===== config.mk =====
export PLATFORM = sky130hd
export DESIGN_NAME = piecewise_linear_interpolator
export DESIGN_NICKNAME = d
export VERILOG_FILES = /design/src/hdl/pli_pkg.sv /design/src/hdl/pli_table_ram.sv /design/src/hdl/pli_divider.sv /design/src/hdl/piecewise_linear_interpolator.sv
export SDC_FILE = /design/constraint.sdc
export NUM_CORES = 2
export LEC_CHECK = 0
export ABC_AREA = 1
export BUFFER_PORTS_ARGS = -buffer_cell sky130_fd_sc_hd__buf_2
export CAP_MARGIN = 20
export CORE_ASPECT_RATIO = 0.6
export CORE_UTILIZATION = 25
export DETAILED_ROUTE_END_ITERATION = 10
export PLACE_DENSITY = 0.47
export REMOVE_ABC_BUFFERS = 1
export SETUP_SLACK_MARGIN = 0.05
export SYNTH_ARGS = -nofsm -noshare
export SYNTH_HDL_FRONTEND = slang
export SYNTH_SLANG_ARGS = --single-unit

===== constraint.sdc =====
create_clock -name clock -period 6.69 [get_ports clock]
set_input_delay 1.0035 -clock clock [delete_from_list [all_inputs] [get_ports clock]]
set_output_delay 1.0035 -clock clock [all_outputs]
set_load 0.01 [all_outputs]

===== src/hdl/pli_pkg.sv =====
// ----------------------------------------------------------------------------
// pli_pkg
// shared types and constants of the piecewise linear interpolator
// ----------------------------------------------------------------------------
package pli_pkg;

   localparam int TABLE_DEPTH       = 16;
   localparam int VALUE_WIDTH       = 16;
   localparam int ADDR_WIDTH        = $clog2(TABLE_DEPTH);
   localparam int ENTRY_INDEX_WIDTH = 4;
   localparam int COUNT_WIDTH       = 5;
   localparam int PROD_WIDTH        = 2 * VALUE_WIDTH;
   localparam int STEP_WIDTH        = $clog2(VALUE_WIDTH + 1);

   localparam logic CMD_WRITE = 1'b0;
   localparam logic CMD_QUERY = 1'b1;

   typedef struct packed {
      logic [VALUE_WIDTH-1:0] x;
      logic [VALUE_WIDTH-1:0] y;
   } entry_type;

   typedef struct packed {
      logic                  en;
      logic [ADDR_WIDTH-1:0] addr;
      entry_type             data;
   } ram_wr_type;

   typedef enum logic [2:0] {
      ST_IDLE,
      ST_CHECK_LAST,
      ST_CHECK_FIRST,
      ST_SCAN,
      ST_MULT,
      ST_DIV_LOAD,
      ST_DIVIDE
   } state_type;

endpackage


===== src/hdl/pli_table_ram.sv =====
// ----------------------------------------------------------------------------
// pli_table_ram
// breakpoint table, one write port and one registered read port
// ----------------------------------------------------------------------------
module pli_table_ram (
   input  logic                           clock,
   input  pli_pkg::ram_wr_type            wr,
   input  logic                           rd_en,
   input  logic [pli_pkg::ADDR_WIDTH-1:0] rd_addr,
   output pli_pkg::entry_type             rd_data
);

   pli_pkg::entry_type mem [pli_pkg::TABLE_DEPTH];

   always_ff @(posedge clock) begin
      if (wr.en) begin
         mem[wr.addr] <= wr.data;
      end
   end

   always_ff @(posedge clock) begin
      if (rd_en) begin
         rd_data <= mem[rd_addr];
      end
   end

endmodule


===== src/hdl/pli_divider.sv =====
// ----------------------------------------------------------------------------
// pli_divider
// restoring divider, one quotient bit per cycle; the upper half of the
// dividend must be below the divisor
// ----------------------------------------------------------------------------
module pli_divider (
   input  logic                            clock,
   input  logic                            reset,
   input  logic                            start,
   input  logic [pli_pkg::PROD_WIDTH-1:0]  dividend,
   input  logic [pli_pkg::VALUE_WIDTH-1:0] divisor,
   output logic                            done,
   output logic [pli_pkg::VALUE_WIDTH-1:0] quotient
);

   logic                            busy_ff, busy_in;
   logic                            done_ff, done_in;
   logic [pli_pkg::STEP_WIDTH-1:0]  count_ff, count_in;
   logic [pli_pkg::VALUE_WIDTH-1:0] rem_ff, rem_in;
   logic [pli_pkg::VALUE_WIDTH-1:0] shift_ff, shift_in;
   logic [pli_pkg::VALUE_WIDTH-1:0] divisor_ff, divisor_in;
   logic [pli_pkg::VALUE_WIDTH:0]   trial;
   logic                            fits;

   assign trial = {rem_ff, shift_ff[pli_pkg::VALUE_WIDTH-1]};
   assign fits  = trial >= {1'b0, divisor_ff};

   always_comb begin
      busy_in    = busy_ff;
      done_in    = 1'b0;
      count_in   = count_ff;
      rem_in     = rem_ff;
      shift_in   = shift_ff;
      divisor_in = divisor_ff;
      if (start) begin
         busy_in    = 1'b1;
         count_in   = pli_pkg::STEP_WIDTH'(pli_pkg::VALUE_WIDTH);
         rem_in     = dividend[pli_pkg::PROD_WIDTH-1:pli_pkg::VALUE_WIDTH];
         shift_in   = dividend[pli_pkg::VALUE_WIDTH-1:0];
         divisor_in = divisor;
      end else if (busy_ff) begin
         rem_in   = fits ? pli_pkg::VALUE_WIDTH'(trial - {1'b0, divisor_ff})
                         : trial[pli_pkg::VALUE_WIDTH-1:0];
         shift_in = {shift_ff[pli_pkg::VALUE_WIDTH-2:0], fits};
         count_in = count_ff - pli_pkg::STEP_WIDTH'(1);
         if (count_ff == pli_pkg::STEP_WIDTH'(1)) begin
            busy_in = 1'b0;
            done_in = 1'b1;
         end
      end
   end

   always_ff @(posedge clock) begin
      if (reset) begin
         busy_ff <= 1'b0;
         done_ff <= 1'b0;
      end else begin
         busy_ff <= busy_in;
         done_ff <= done_in;
      end
   end

   always_ff @(posedge clock) begin
      count_ff   <= count_in;
      rem_ff     <= rem_in;
      shift_ff   <= shift_in;
      divisor_ff <= divisor_in;
   end

   assign done     = done_ff;
   assign quotient = shift_ff;

   a_rem_below_divisor: assert property (@(posedge clock) disable iff (reset)
      busy_ff |-> rem_ff < divisor_ff)
      else $error("partial remainder not below divisor");

   a_done_after_busy: assert property (@(posedge clock) disable iff (reset)
      done_ff |-> $past(busy_ff) && !busy_ff)
      else $error("done without a finished division");

   a_step_count_in_range: assert property (@(posedge clock) disable iff (reset)
      busy_ff |-> count_ff != '0 &&
                  count_ff <= pli_pkg::STEP_WIDTH'(pli_pkg::VALUE_WIDTH))
      else $error("step count out of range while busy");

endmodule


===== src/hdl/piecewise_linear_interpolator.sv =====
// ----------------------------------------------------------------------------
// piecewise_linear_interpolator
// breakpoint table with linear interpolation between entries
// ----------------------------------------------------------------------------
// write word: busy stays low, next word taken the cycle after
// query: empty table: busy stays low, strobe follows; last y at or above
//   the last x, first y at or below the first x, else one table read per
//   scanned slot up to interval end i, then multiply and 16 divider steps
// busy falls as the strobe rises; the receiver takes every word as shown
// sync reset: idle, point_count 0, table contents undefined until written
module piecewise_linear_interpolator (
   input  logic                                  clock,
   input  logic                                  reset,
   input  logic                                  start,
   output logic                                  busy,
   input  logic                                  req_command,
   input  logic [pli_pkg::ENTRY_INDEX_WIDTH-1:0] req_entry_index,
   input  logic [pli_pkg::VALUE_WIDTH-1:0]       req_entry_x,
   input  logic [pli_pkg::VALUE_WIDTH-1:0]       req_entry_y,
   input  logic [pli_pkg::VALUE_WIDTH-1:0]       req_query_x,
   output logic                                  rsp_valid,
   output logic [pli_pkg::VALUE_WIDTH-1:0]       rsp_result_y,
   input  logic                                  csr_wr_en,
   input  logic [pli_pkg::COUNT_WIDTH-1:0]       csr_wr_data
);

   pli_pkg::state_type              state_ff, state_in;
   logic [pli_pkg::COUNT_WIDTH-1:0] point_count_ff, count_sat;
   logic [pli_pkg::COUNT_WIDTH-1:0] n_ff, n_in;
   logic [pli_pkg::ADDR_WIDTH-1:0]  idx_ff, idx_in, last_addr;
   logic [pli_pkg::VALUE_WIDTH-1:0] q_ff, q_in;
   pli_pkg::entry_type              prev_ff, prev_in, cur_ff, cur_in;
   logic [pli_pkg::PROD_WIDTH-1:0]  prod_ff, prod_in;
   logic [pli_pkg::VALUE_WIDTH-1:0] dx_ff, dx_in;
   logic                            neg_ff, neg_in;
   logic                            rsp_valid_ff;
   logic [pli_pkg::VALUE_WIDTH-1:0] rsp_result_ff;

   pli_pkg::ram_wr_type             ram_wr;
   logic                            ram_rd_en;
   logic [pli_pkg::ADDR_WIDTH-1:0]  ram_rd_addr;
   pli_pkg::entry_type              ram_rd_data;

   logic                            div_start, div_done;
   logic [pli_pkg::VALUE_WIDTH-1:0] div_quotient;

   logic                            finish;
   logic [pli_pkg::VALUE_WIDTH-1:0] finish_y;
   logic                            scan_stop;
   logic [pli_pkg::VALUE_WIDTH-1:0] dq, dy;

   assign count_sat = (32'(point_count_ff) > pli_pkg::TABLE_DEPTH)
                    ? pli_pkg::COUNT_WIDTH'(pli_pkg::TABLE_DEPTH) : point_count_ff;
   assign last_addr = pli_pkg::ADDR_WIDTH'(n_ff - pli_pkg::COUNT_WIDTH'(1));
   assign scan_stop = (ram_rd_data.x >= q_ff) || (idx_ff == last_addr);
   assign dq        = q_ff - prev_ff.x;
   assign dy        = (cur_ff.y >= prev_ff.y) ? cur_ff.y - prev_ff.y : prev_ff.y - cur_ff.y;

   pli_table_ram u_table (
      .clock   (clock),
      .wr      (ram_wr),
      .rd_en   (ram_rd_en),
      .rd_addr (ram_rd_addr),
      .rd_data (ram_rd_data)
   );

   pli_divider u_divider (
      .clock    (clock),
      .reset    (reset),
      .start    (div_start),
      .dividend (prod_ff),
      .divisor  (dx_ff),
      .done     (div_done),
      .quotient (div_quotient)
   );

   // next state
   always_comb begin
      state_in = state_ff;
      case (state_ff)
         pli_pkg::ST_IDLE: begin
            if (start && req_command == pli_pkg::CMD_QUERY &&
                count_sat != '0) begin
               state_in = pli_pkg::ST_CHECK_LAST;
            end
         end
         pli_pkg::ST_CHECK_LAST: begin
            state_in = (q_ff >= ram_rd_data.x) ? pli_pkg::ST_IDLE : pli_pkg::ST_CHECK_FIRST;
         end
         pli_pkg::ST_CHECK_FIRST: begin
            state_in = (q_ff <= ram_rd_data.x) ? pli_pkg::ST_IDLE : pli_pkg::ST_SCAN;
         end
         pli_pkg::ST_SCAN: begin
            if (scan_stop) begin
               state_in = pli_pkg::ST_MULT;
            end
         end
         pli_pkg::ST_MULT: begin
            state_in = (cur_ff.x <= prev_ff.x) ? pli_pkg::ST_IDLE : pli_pkg::ST_DIV_LOAD;
         end
         pli_pkg::ST_DIV_LOAD: begin
            state_in = pli_pkg::ST_DIVIDE;
         end
         pli_pkg::ST_DIVIDE: begin
            if (div_done) begin
               state_in = pli_pkg::ST_IDLE;
            end
         end
         default: begin
            state_in = pli_pkg::ST_IDLE;
         end
      endcase
   end

   // outputs
   always_comb begin
      ram_wr      = '0;
      ram_rd_en   = 1'b0;
      ram_rd_addr = '0;
      div_start   = 1'b0;
      finish      = 1'b0;
      finish_y    = '0;
      case (state_ff)
         pli_pkg::ST_IDLE: begin
            if (start) begin
               if (req_command == pli_pkg::CMD_WRITE) begin
                  ram_wr.en     = 32'(req_entry_index) < pli_pkg::TABLE_DEPTH;
                  ram_wr.addr   = pli_pkg::ADDR_WIDTH'(req_entry_index);
                  ram_wr.data.x = req_entry_x;
                  ram_wr.data.y = req_entry_y;
               end else if (count_sat == '0) begin
                  finish = 1'b1;
               end else begin
                  ram_rd_en   = 1'b1;
                  ram_rd_addr = pli_pkg::ADDR_WIDTH'(count_sat - pli_pkg::COUNT_WIDTH'(1));
               end
            end
         end
         pli_pkg::ST_CHECK_LAST: begin
            if (q_ff >= ram_rd_data.x) begin
               finish   = 1'b1;
               finish_y = ram_rd_data.y;
            end else begin
               ram_rd_en   = 1'b1;
               ram_rd_addr = '0;
            end
         end
         pli_pkg::ST_CHECK_FIRST: begin
            if (q_ff <= ram_rd_data.x) begin
               finish   = 1'b1;
               finish_y = ram_rd_data.y;
            end else begin
               ram_rd_en   = 1'b1;
               ram_rd_addr = pli_pkg::ADDR_WIDTH'(1);
            end
         end
         pli_pkg::ST_SCAN: begin
            if (!scan_stop) begin
               ram_rd_en   = 1'b1;
               ram_rd_addr = idx_ff + pli_pkg::ADDR_WIDTH'(1);
            end
         end
         pli_pkg::ST_MULT: begin
            if (cur_ff.x <= prev_ff.x) begin
               finish   = 1'b1;
               finish_y = prev_ff.y;
            end
         end
         pli_pkg::ST_DIV_LOAD: begin
            div_start = 1'b1;
         end
         pli_pkg::ST_DIVIDE: begin
            if (div_done) begin
               finish   = 1'b1;
               finish_y = neg_ff ? prev_ff.y - div_quotient : prev_ff.y + div_quotient;
            end
         end
         default: begin
            finish = 1'b0;
         end
      endcase
   end

   // datapath
   always_comb begin
      q_in    = q_ff;
      n_in    = n_ff;
      idx_in  = idx_ff;
      prev_in = prev_ff;
      cur_in  = cur_ff;
      prod_in = prod_ff;
      dx_in   = dx_ff;
      neg_in  = neg_ff;
      case (state_ff)
         pli_pkg::ST_IDLE: begin
            if (start) begin
               q_in = req_query_x;
               n_in = count_sat;
            end
         end
         pli_pkg::ST_CHECK_FIRST: begin
            prev_in = ram_rd_data;
            idx_in  = pli_pkg::ADDR_WIDTH'(1);
         end
         pli_pkg::ST_SCAN: begin
            if (scan_stop) begin
               cur_in = ram_rd_data;
            end else begin
               prev_in = ram_rd_data;
               idx_in  = idx_ff + pli_pkg::ADDR_WIDTH'(1);
            end
         end
         pli_pkg::ST_MULT: begin
            prod_in = pli_pkg::PROD_WIDTH'(dq) * pli_pkg::PROD_WIDTH'(dy);
            dx_in   = cur_ff.x - prev_ff.x;
            neg_in  = cur_ff.y < prev_ff.y;
         end
         default: begin
            neg_in = neg_ff;
         end
      endcase
   end

   always_ff @(posedge clock) begin
      if (reset) begin
         state_ff       <= pli_pkg::ST_IDLE;
         point_count_ff <= '0;
         rsp_valid_ff   <= 1'b0;
      end else begin
         state_ff     <= state_in;
         rsp_valid_ff <= finish;
         if (csr_wr_en) begin
            point_count_ff <= csr_wr_data;
         end
      end
   end

   always_ff @(posedge clock) begin
      q_ff    <= q_in;
      n_ff    <= n_in;
      idx_ff  <= idx_in;
      prev_ff <= prev_in;
      cur_ff  <= cur_in;
      prod_ff <= prod_in;
      dx_ff   <= dx_in;
      neg_ff  <= neg_in;
      if (finish) begin
         rsp_result_ff <= finish_y;
      end
   end

   assign busy         = state_ff != pli_pkg::ST_IDLE;
   assign rsp_valid    = rsp_valid_ff;
   assign rsp_result_y = rsp_result_ff;

   a_interval_brackets_query: assert property (@(posedge clock) disable iff (reset)
      state_ff == pli_pkg::ST_MULT |-> prev_ff.x < q_ff && cur_ff.x >= q_ff)
      else $error("interval does not bracket the query");

   a_scan_within_count: assert property (@(posedge clock) disable iff (reset)
      state_ff == pli_pkg::ST_SCAN |-> idx_ff <= last_addr)
      else $error("scan ran past the last breakpoint");

   a_div_done_in_divide: assert property (@(posedge clock) disable iff (reset)
      div_done |-> state_ff == pli_pkg::ST_DIVIDE)
      else $error("divider finished outside the divide state");

endmodule


* Word level (Yosys, flattened, before mapping)
Memories as Yosys holds them, arrays and structs flattened. A register that Yosys moved wholly into a read port is not among the register bits.
Index checks and enable logic that the tools add are counted.
** Word-level totals
- Input port bits :: 62
- Register bits :: 217
- Memories :: 1
- Bits in writable memories :: 512
- Word-level logic and storage cells :: 123
- Output and inout port bits :: 18
** Memory list
- u_table.mem :: depth 16, width 32, rd ports 1, clocked after memory_dff 1, wr ports 1, RTL line pli_table_ram.sv:13 : pli_pkg::entry_type mem [pli_pkg::TABLE_DEPTH];
** Operators by class
- Add/sub/neg operators :: 11
- Reduce and logical (&&, ||, !) cells :: 14
- Magnitude comparators :: 8
- Bitwise gates (word level) :: 1
- Eq/ne operators :: 12
- Multiply operators :: 1
- Multiplexer cells :: 55
** Operator list (number)
- 16-bit 2-to-1 mux :: 11
- 37-bit 2-to-1 mux :: 3
- 16-bit subtractor :: 6
- 16-bit one-hot mux with 4 select lines :: 1
- 32-bit one-hot mux with 2 select lines :: 1
- 16-bit >= comparator :: 3
- 16-bit less-or-equal comparator :: 2
- 16-bit by 16-bit multiplier with 32-bit output :: 1
- 32-bit 2-to-1 mux :: 1
- 1-bit 2-to-1 mux :: 21
- 3-bit one-hot mux with 7 select lines :: 1
- 4-bit 2-to-1 mux :: 5
- 17-bit by 16-bit >= comparator with 1-bit output :: 1
- 16-bit adder :: 1
- 16-bit less-than comparator :: 1
- 3-bit 2-to-1 mux :: 4
- 4-bit one-hot mux with 3 select lines :: 1
- 3-bit equality test (second input constant) :: 3
- 4-bit one-hot mux with 2 select lines :: 1
- 4-bit by 1-bit subtractor with 4-bit output (second input constant) :: 2
- 3-bit by 2-bit equality test with 1-bit output (second input constant) :: 2
- 2-bit != test (second input constant) :: 3
- 2-bit AND reduction :: 3
- 5-bit by 1-bit equality test with 1-bit output (second input constant) :: 1
- other kinds (20) :: 23

* Longest topological paths before layout
- Depth in word-level cells :: 7
- Mapped depth :: 41
- Mapped depth without buffers :: 38

* Cells and area by module
A second synthesis with hierarchy kept.
** Unflattened totals
- Cells, all modules :: 4974
- Area, all modules :: 46246.9 sq um
** By module, submodules not included
- pli_table_ram :: instances 1, cells an instance 2120, area an instance 23050.9 sq um, seq. area each 16335.7 sq um
- piecewise_linear_interpolator :: instances 1, cells an instance 2402, area an instance 19686.4 sq um, seq. area each 4774.6 sq um
- pli_divider :: instances 1, cells an instance 452, area an instance 3509.6 sq um, seq. area each 1581.5 sq um

* Worst setup path before layout
OpenSTA, ideal clock, no wires.
- Kind :: reg2reg
- Start :: register prev_ff[1] (netlist name)
- End :: register prod_ff[30] (netlist name) (data pin)
- Setup time :: 0.265 ns
- Stages on the path, launching flop included :: 36
- Period minus slack after synthesis :: 7.171 ns
- Slack :: -0.481 ns
- Required time :: 6.425 ns
- Arrival time :: 6.906 ns
- Path buffers :: 2
- Cells stage by stage :: edfxtp_1 -> inv_1 -> fa_1 -> nand2_1 -> nand2_2 -> a21oi_4 -> o21ai_2 -> nand2_2 -> nand2_2 -> a21oi_4 -> nand2_4 -> buf_6 -> nand2_1 -> buf_4 -> nand3_1 -> fa_1 -> inv_1 -> fa_1 -> inv_1 -> fa_1 -> inv_1 -> fa_1 -> fa_1 -> inv_1 -> fa_1 -> inv_1 -> ha_1 -> nand2_1 -> inv_1 -> a21oi_1 -> o21ai_0 -> nand2_1 -> nand3_1 -> a21boi_0 -> o21ai_0 -> xor2_1
** Between the ends
- Longest elaborated chain between the ends :: 3
- Elaborated cells between the ends (all ways) :: 5
- Those cells by class :: add/sub (2); mul (1); order compare (1); mux (1)
** Ends and longest elaborated chain
- start: declaration :: RTL line piecewise_linear_interpolator.sv:32 : pli_pkg::entry_type prev_ff, prev_in, cur_ff, cur_in;
- start signal: assignment :: RTL line piecewise_linear_interpolator.sv:242 : prev_ff <= prev_in;
- 16-bit subtractor or 16-bit >= comparator (tied branches) :: RTL line piecewise_linear_interpolator.sv:57 : assign dy = (cur_ff.y >= prev_ff.y) ? cur_ff.y - prev_ff.y : prev_ff.y - cur_ff.y;
- 16-bit 2-to-1 mux (*) :: RTL line piecewise_linear_interpolator.sv:57
- 16-bit by 16-bit multiplier with 32-bit output (*) :: RTL line piecewise_linear_interpolator.sv:214 : prod_in = pli_pkg::PROD_WIDTH'(dq) * pli_pkg::PROD_WIDTH'(dy);
- end signal: assignment :: RTL line piecewise_linear_interpolator.sv:244 : prod_ff <= prod_in;
- end: declaration :: RTL line piecewise_linear_interpolator.sv:33 : logic [pli_pkg::PROD_WIDTH-1:0] prod_ff, prod_in;
Mark *: on every way between the ends. The rest lies on a longest branch, timed or not.
A chain may end at the register's enable or synchronous reset.

* Worst setup path after layout
- Start :: register prev_ff[1] (netlist name)
- End :: register prod_ff[28] (netlist name) (data pin)
The elaborated chain is that of the path after synthesis.

==> summary.txt <==
Outcome
  – Status: complete, but fails checks
  – Failing checks: negative setup slack

Setup path
  – RR Startpoint: prev_ff[1]
  – Reg2Reg Depth: 31
  – Reg2reg setup slack: -0.53 ns
  – Crit path max fanout: 4
  – Reg2reg end: prod_ff[28]
  – Worst endpoint required time: 7.13 ns
  – Worst Path Class, Setup: register to register
  – Crit-path slowest cell: fa_2
  – CP peak stage delay: 0.64 ns
  – CP Launch Type: register
  – Critical path capture point type: register
  – Critical path data arrival time: 7.66 ns

Clock network
  – Clk buf depth: 3
  – Htree depth: 3
  – Clk slew on worst S/H paths: 0.07 ns
  – Skew-Pair Late Insertion Delay: 0.69 ns
  – TritonCTS buffer count: 73
  – Clock root buffer master: clkbuf_16
  – CTS tree: done
  – Clock sink total: 761

STA
  – Setup Skew: 0.0487 ns
  – Slew margin rel.: 21.4%
  – Final hold slack: 0.419 ns
  – Slew at the pin with the worst max-slew slack: 1.18 ns
  – Worst setup margin: -0.532 ns
  – F_max: 0.138 GHz
  – RSZ-0062 raised after global routing: true
  – Final Cycle Share: 108%
  – Slew Viols, Final: 0
  – Hold Vio Cnt, Final: 0
  – Fin crit period: 7.22 ns
  – Final setup fails: 20

Worst hold path
  – Hold Path Sink: u_divider.divisor_ff[8]
  – Hold depth: 0
  – Worst Hold Launch: dx_ff[8]
  – Hold Crit Class: register to register

GRT
  – Busiest layer in global routing: met1
  – GR Layer Usage met2: 20.1%
  – Overflow after GRT: 0
  – Met1 GRT Util: 26.0%
  – Antenna violations before repair: 6
  – Total GRT Usage: 16.1%
  – Vias in the first global route: 33202
  – First-pass GRT wire length: 222000 µm
  – Global Route met3 Usage: 4.91%
  – Maximum number of pins on one net before global-route repair: 116

Die
  – # IOs: 80
  – Core Area: 182000 µm²
  – Initial Util: 25.3%
  – Core Rows: 121
  – Die area: 186000 µm²
  – Die Y: 334 µm
  – Die span in x: 556 µm

Yosys
  – Post-synth top flop: edfxtp_1
  – Syn Area/Cell: 9.68 µm²
  – Ys async rst share: 0%
  – Top post-synthesis cells by area: edfxtp_1 (49%), fa_1 (8.7%), inv_1 (8.5%), ha_1 (6.0%), nand3_1 (5.8%)
  – Post-Syn Instances: 4749
  – Yosys reg bits: 761
  – Number of synthesis warnings: 0
  – Yosys top cell by area: edfxtp_1
  – Top-area cell type share of the netlist area: 48.7%
  – Unique masters post-synth: 57
  – Register area share after synthesis: 49.4%
  – Post-Syn Area: 46000 µm²
  – Number of synthesized flops with an enable pin: 745

Placed design
  – Inst Count DP: 7548
  – Port Buffers: 79
  – Placer Congestion: 0.919
  – Dpl cell area: 52300 µm²
  – DP HPWL: 103000 µm

Route
  – Drt total wl: 151000 µm
  – DRC Markers: 0
  – Vias post-DR: 34821
  – Post-DRT Antenna Nets: 0
  – Iter 0 DRT Violations: 3450
  – DRT Pass-1 Iters: 5
  – Routed len/inst: 19.5 µm
  – Via density: 4.50

Final layout
  – Layout cells sized above 1: 20.2%
  – Most frequent cells in the layout: inv_1 (998), edfxtp_1 (745), nand2_1 (643)
  – Layout area overhead: 23.3%
  – Layout Cells excl Fill: 7743
  – Most common cell after layout, fill and taps aside: inv_1
  – Final #Nets: 5704
  – Final Instance Area: 56700 µm²
  – Post-layout util: 31.1%

Run
  – Max cap viols: 0
area by class of cell:
type / instances / area [µm²]
fillers: 18924 / 125000
flip-flops and latches: 761 / 22700
multi-input cells: 2725 / 19800
repair buffers: 600 / 4720
inverters: 1061 / 4030
well taps: 2460 / 3080
clock buffers: 88 / 1890
clock inverters: 45 / 414
diodes: 3 / 7.51
cell usage after synthesis, types with 74 or more instances:
| library cell | count |
|---|---|
| inv_1 | 1044 |
| edfxtp_1 | 745 |
| nand2_1 | 687 |
| nand3_1 | 530 |
| nand4_1 | 269 |
| nor2_1 | 268 |
| ha_1 | 220 |
| fa_1 | 200 |
| a21oi_1 | 144 |
| buf_2 | 98 |
| o21ai_0 | 96 |
| xor2_1 | 86 |
| clkbuf_1 | 74 |
worst max-delay path by stage:
stage	start	endpoint
5_1_grt	cur_ff[0]	prod_ff[31]
2_1_floorplan	q_ff[15]	u_table.rd_data[0]
6_report	prev_ff[1]	prod_ff[28]
4_1_cts	prev_ff[11]	prod_ff[28]
3_3_place_gp	cur_ff[10]	prod_ff[30]
3_5_place_dp	prev_ff[11]	prod_ff[30]
routing by layer:
layer | vias to the layer above | part of all wire, %
met5 | - | 0.0086
met4 | 2 | 1.5
met3 | 137 | 10
met2 | 1130 | 37
met1 | 16978 | 52
li1 | 16574 | -
flip-flops by register name, indices dropped and copies added, names as in the netlist, 3 cells and up:
signal	count
prev_ff	32
dx_ff	16
u_table.rd_data	32
rsp_result_y	16
q_ff	16
state_ff	3
prod_ff	32
point_count_ff	5
u_table.mem	512
u_divider.count_ff	5
u_divider.divisor_ff	16
n_ff	4
u_divider.rem_ff	16
u_divider.quotient	16
idx_ff	4
cur_ff	32
logic make-up after synthesis:
group	synth area share, %
simple gates	18.5
flops	49.4
buf+inv	10.8
compound gates	4.32
xor+xnor	2.32
fa+ha+maj	14.7
critical path: cells and delay by family (launching register included):
family	cells	cell delay [ns]
AO/OA/AOI/OAI	7	1.04
buffers and inverters	5	0.47
adder cells (fa/ha/maj)	8	3.63
AND/OR/NAND/NOR	9	0.99
XOR/XNOR	2	0.47
flip-flops	1	0.38
per-stage QoR:
stage                     setup slack, ns  TNS, ns
after CTS                          -0.580    -8.08
after detailed placement           -0.965   -13.71
after global placement             -0.982   -14.16
after global routing               -0.847   -13.34
final                              -0.532    -7.30
after floorplan                     -2.63   -88.88
repair_timing:
item / in CTS / in global routing
resized for setup: 230 / 156
hold buffers: 0 / 0
setup buffers: 36 / 22
gates cloned: 1 / 0
setup endpoints to repair: 23 / 24
pin swaps: 92 / 71
hold endpoints to repair: 0 / 0
Power is left out: the tool's default activity adds up to more than one toggle a clock period on the data nets, which glitch-free logic cannot reach.
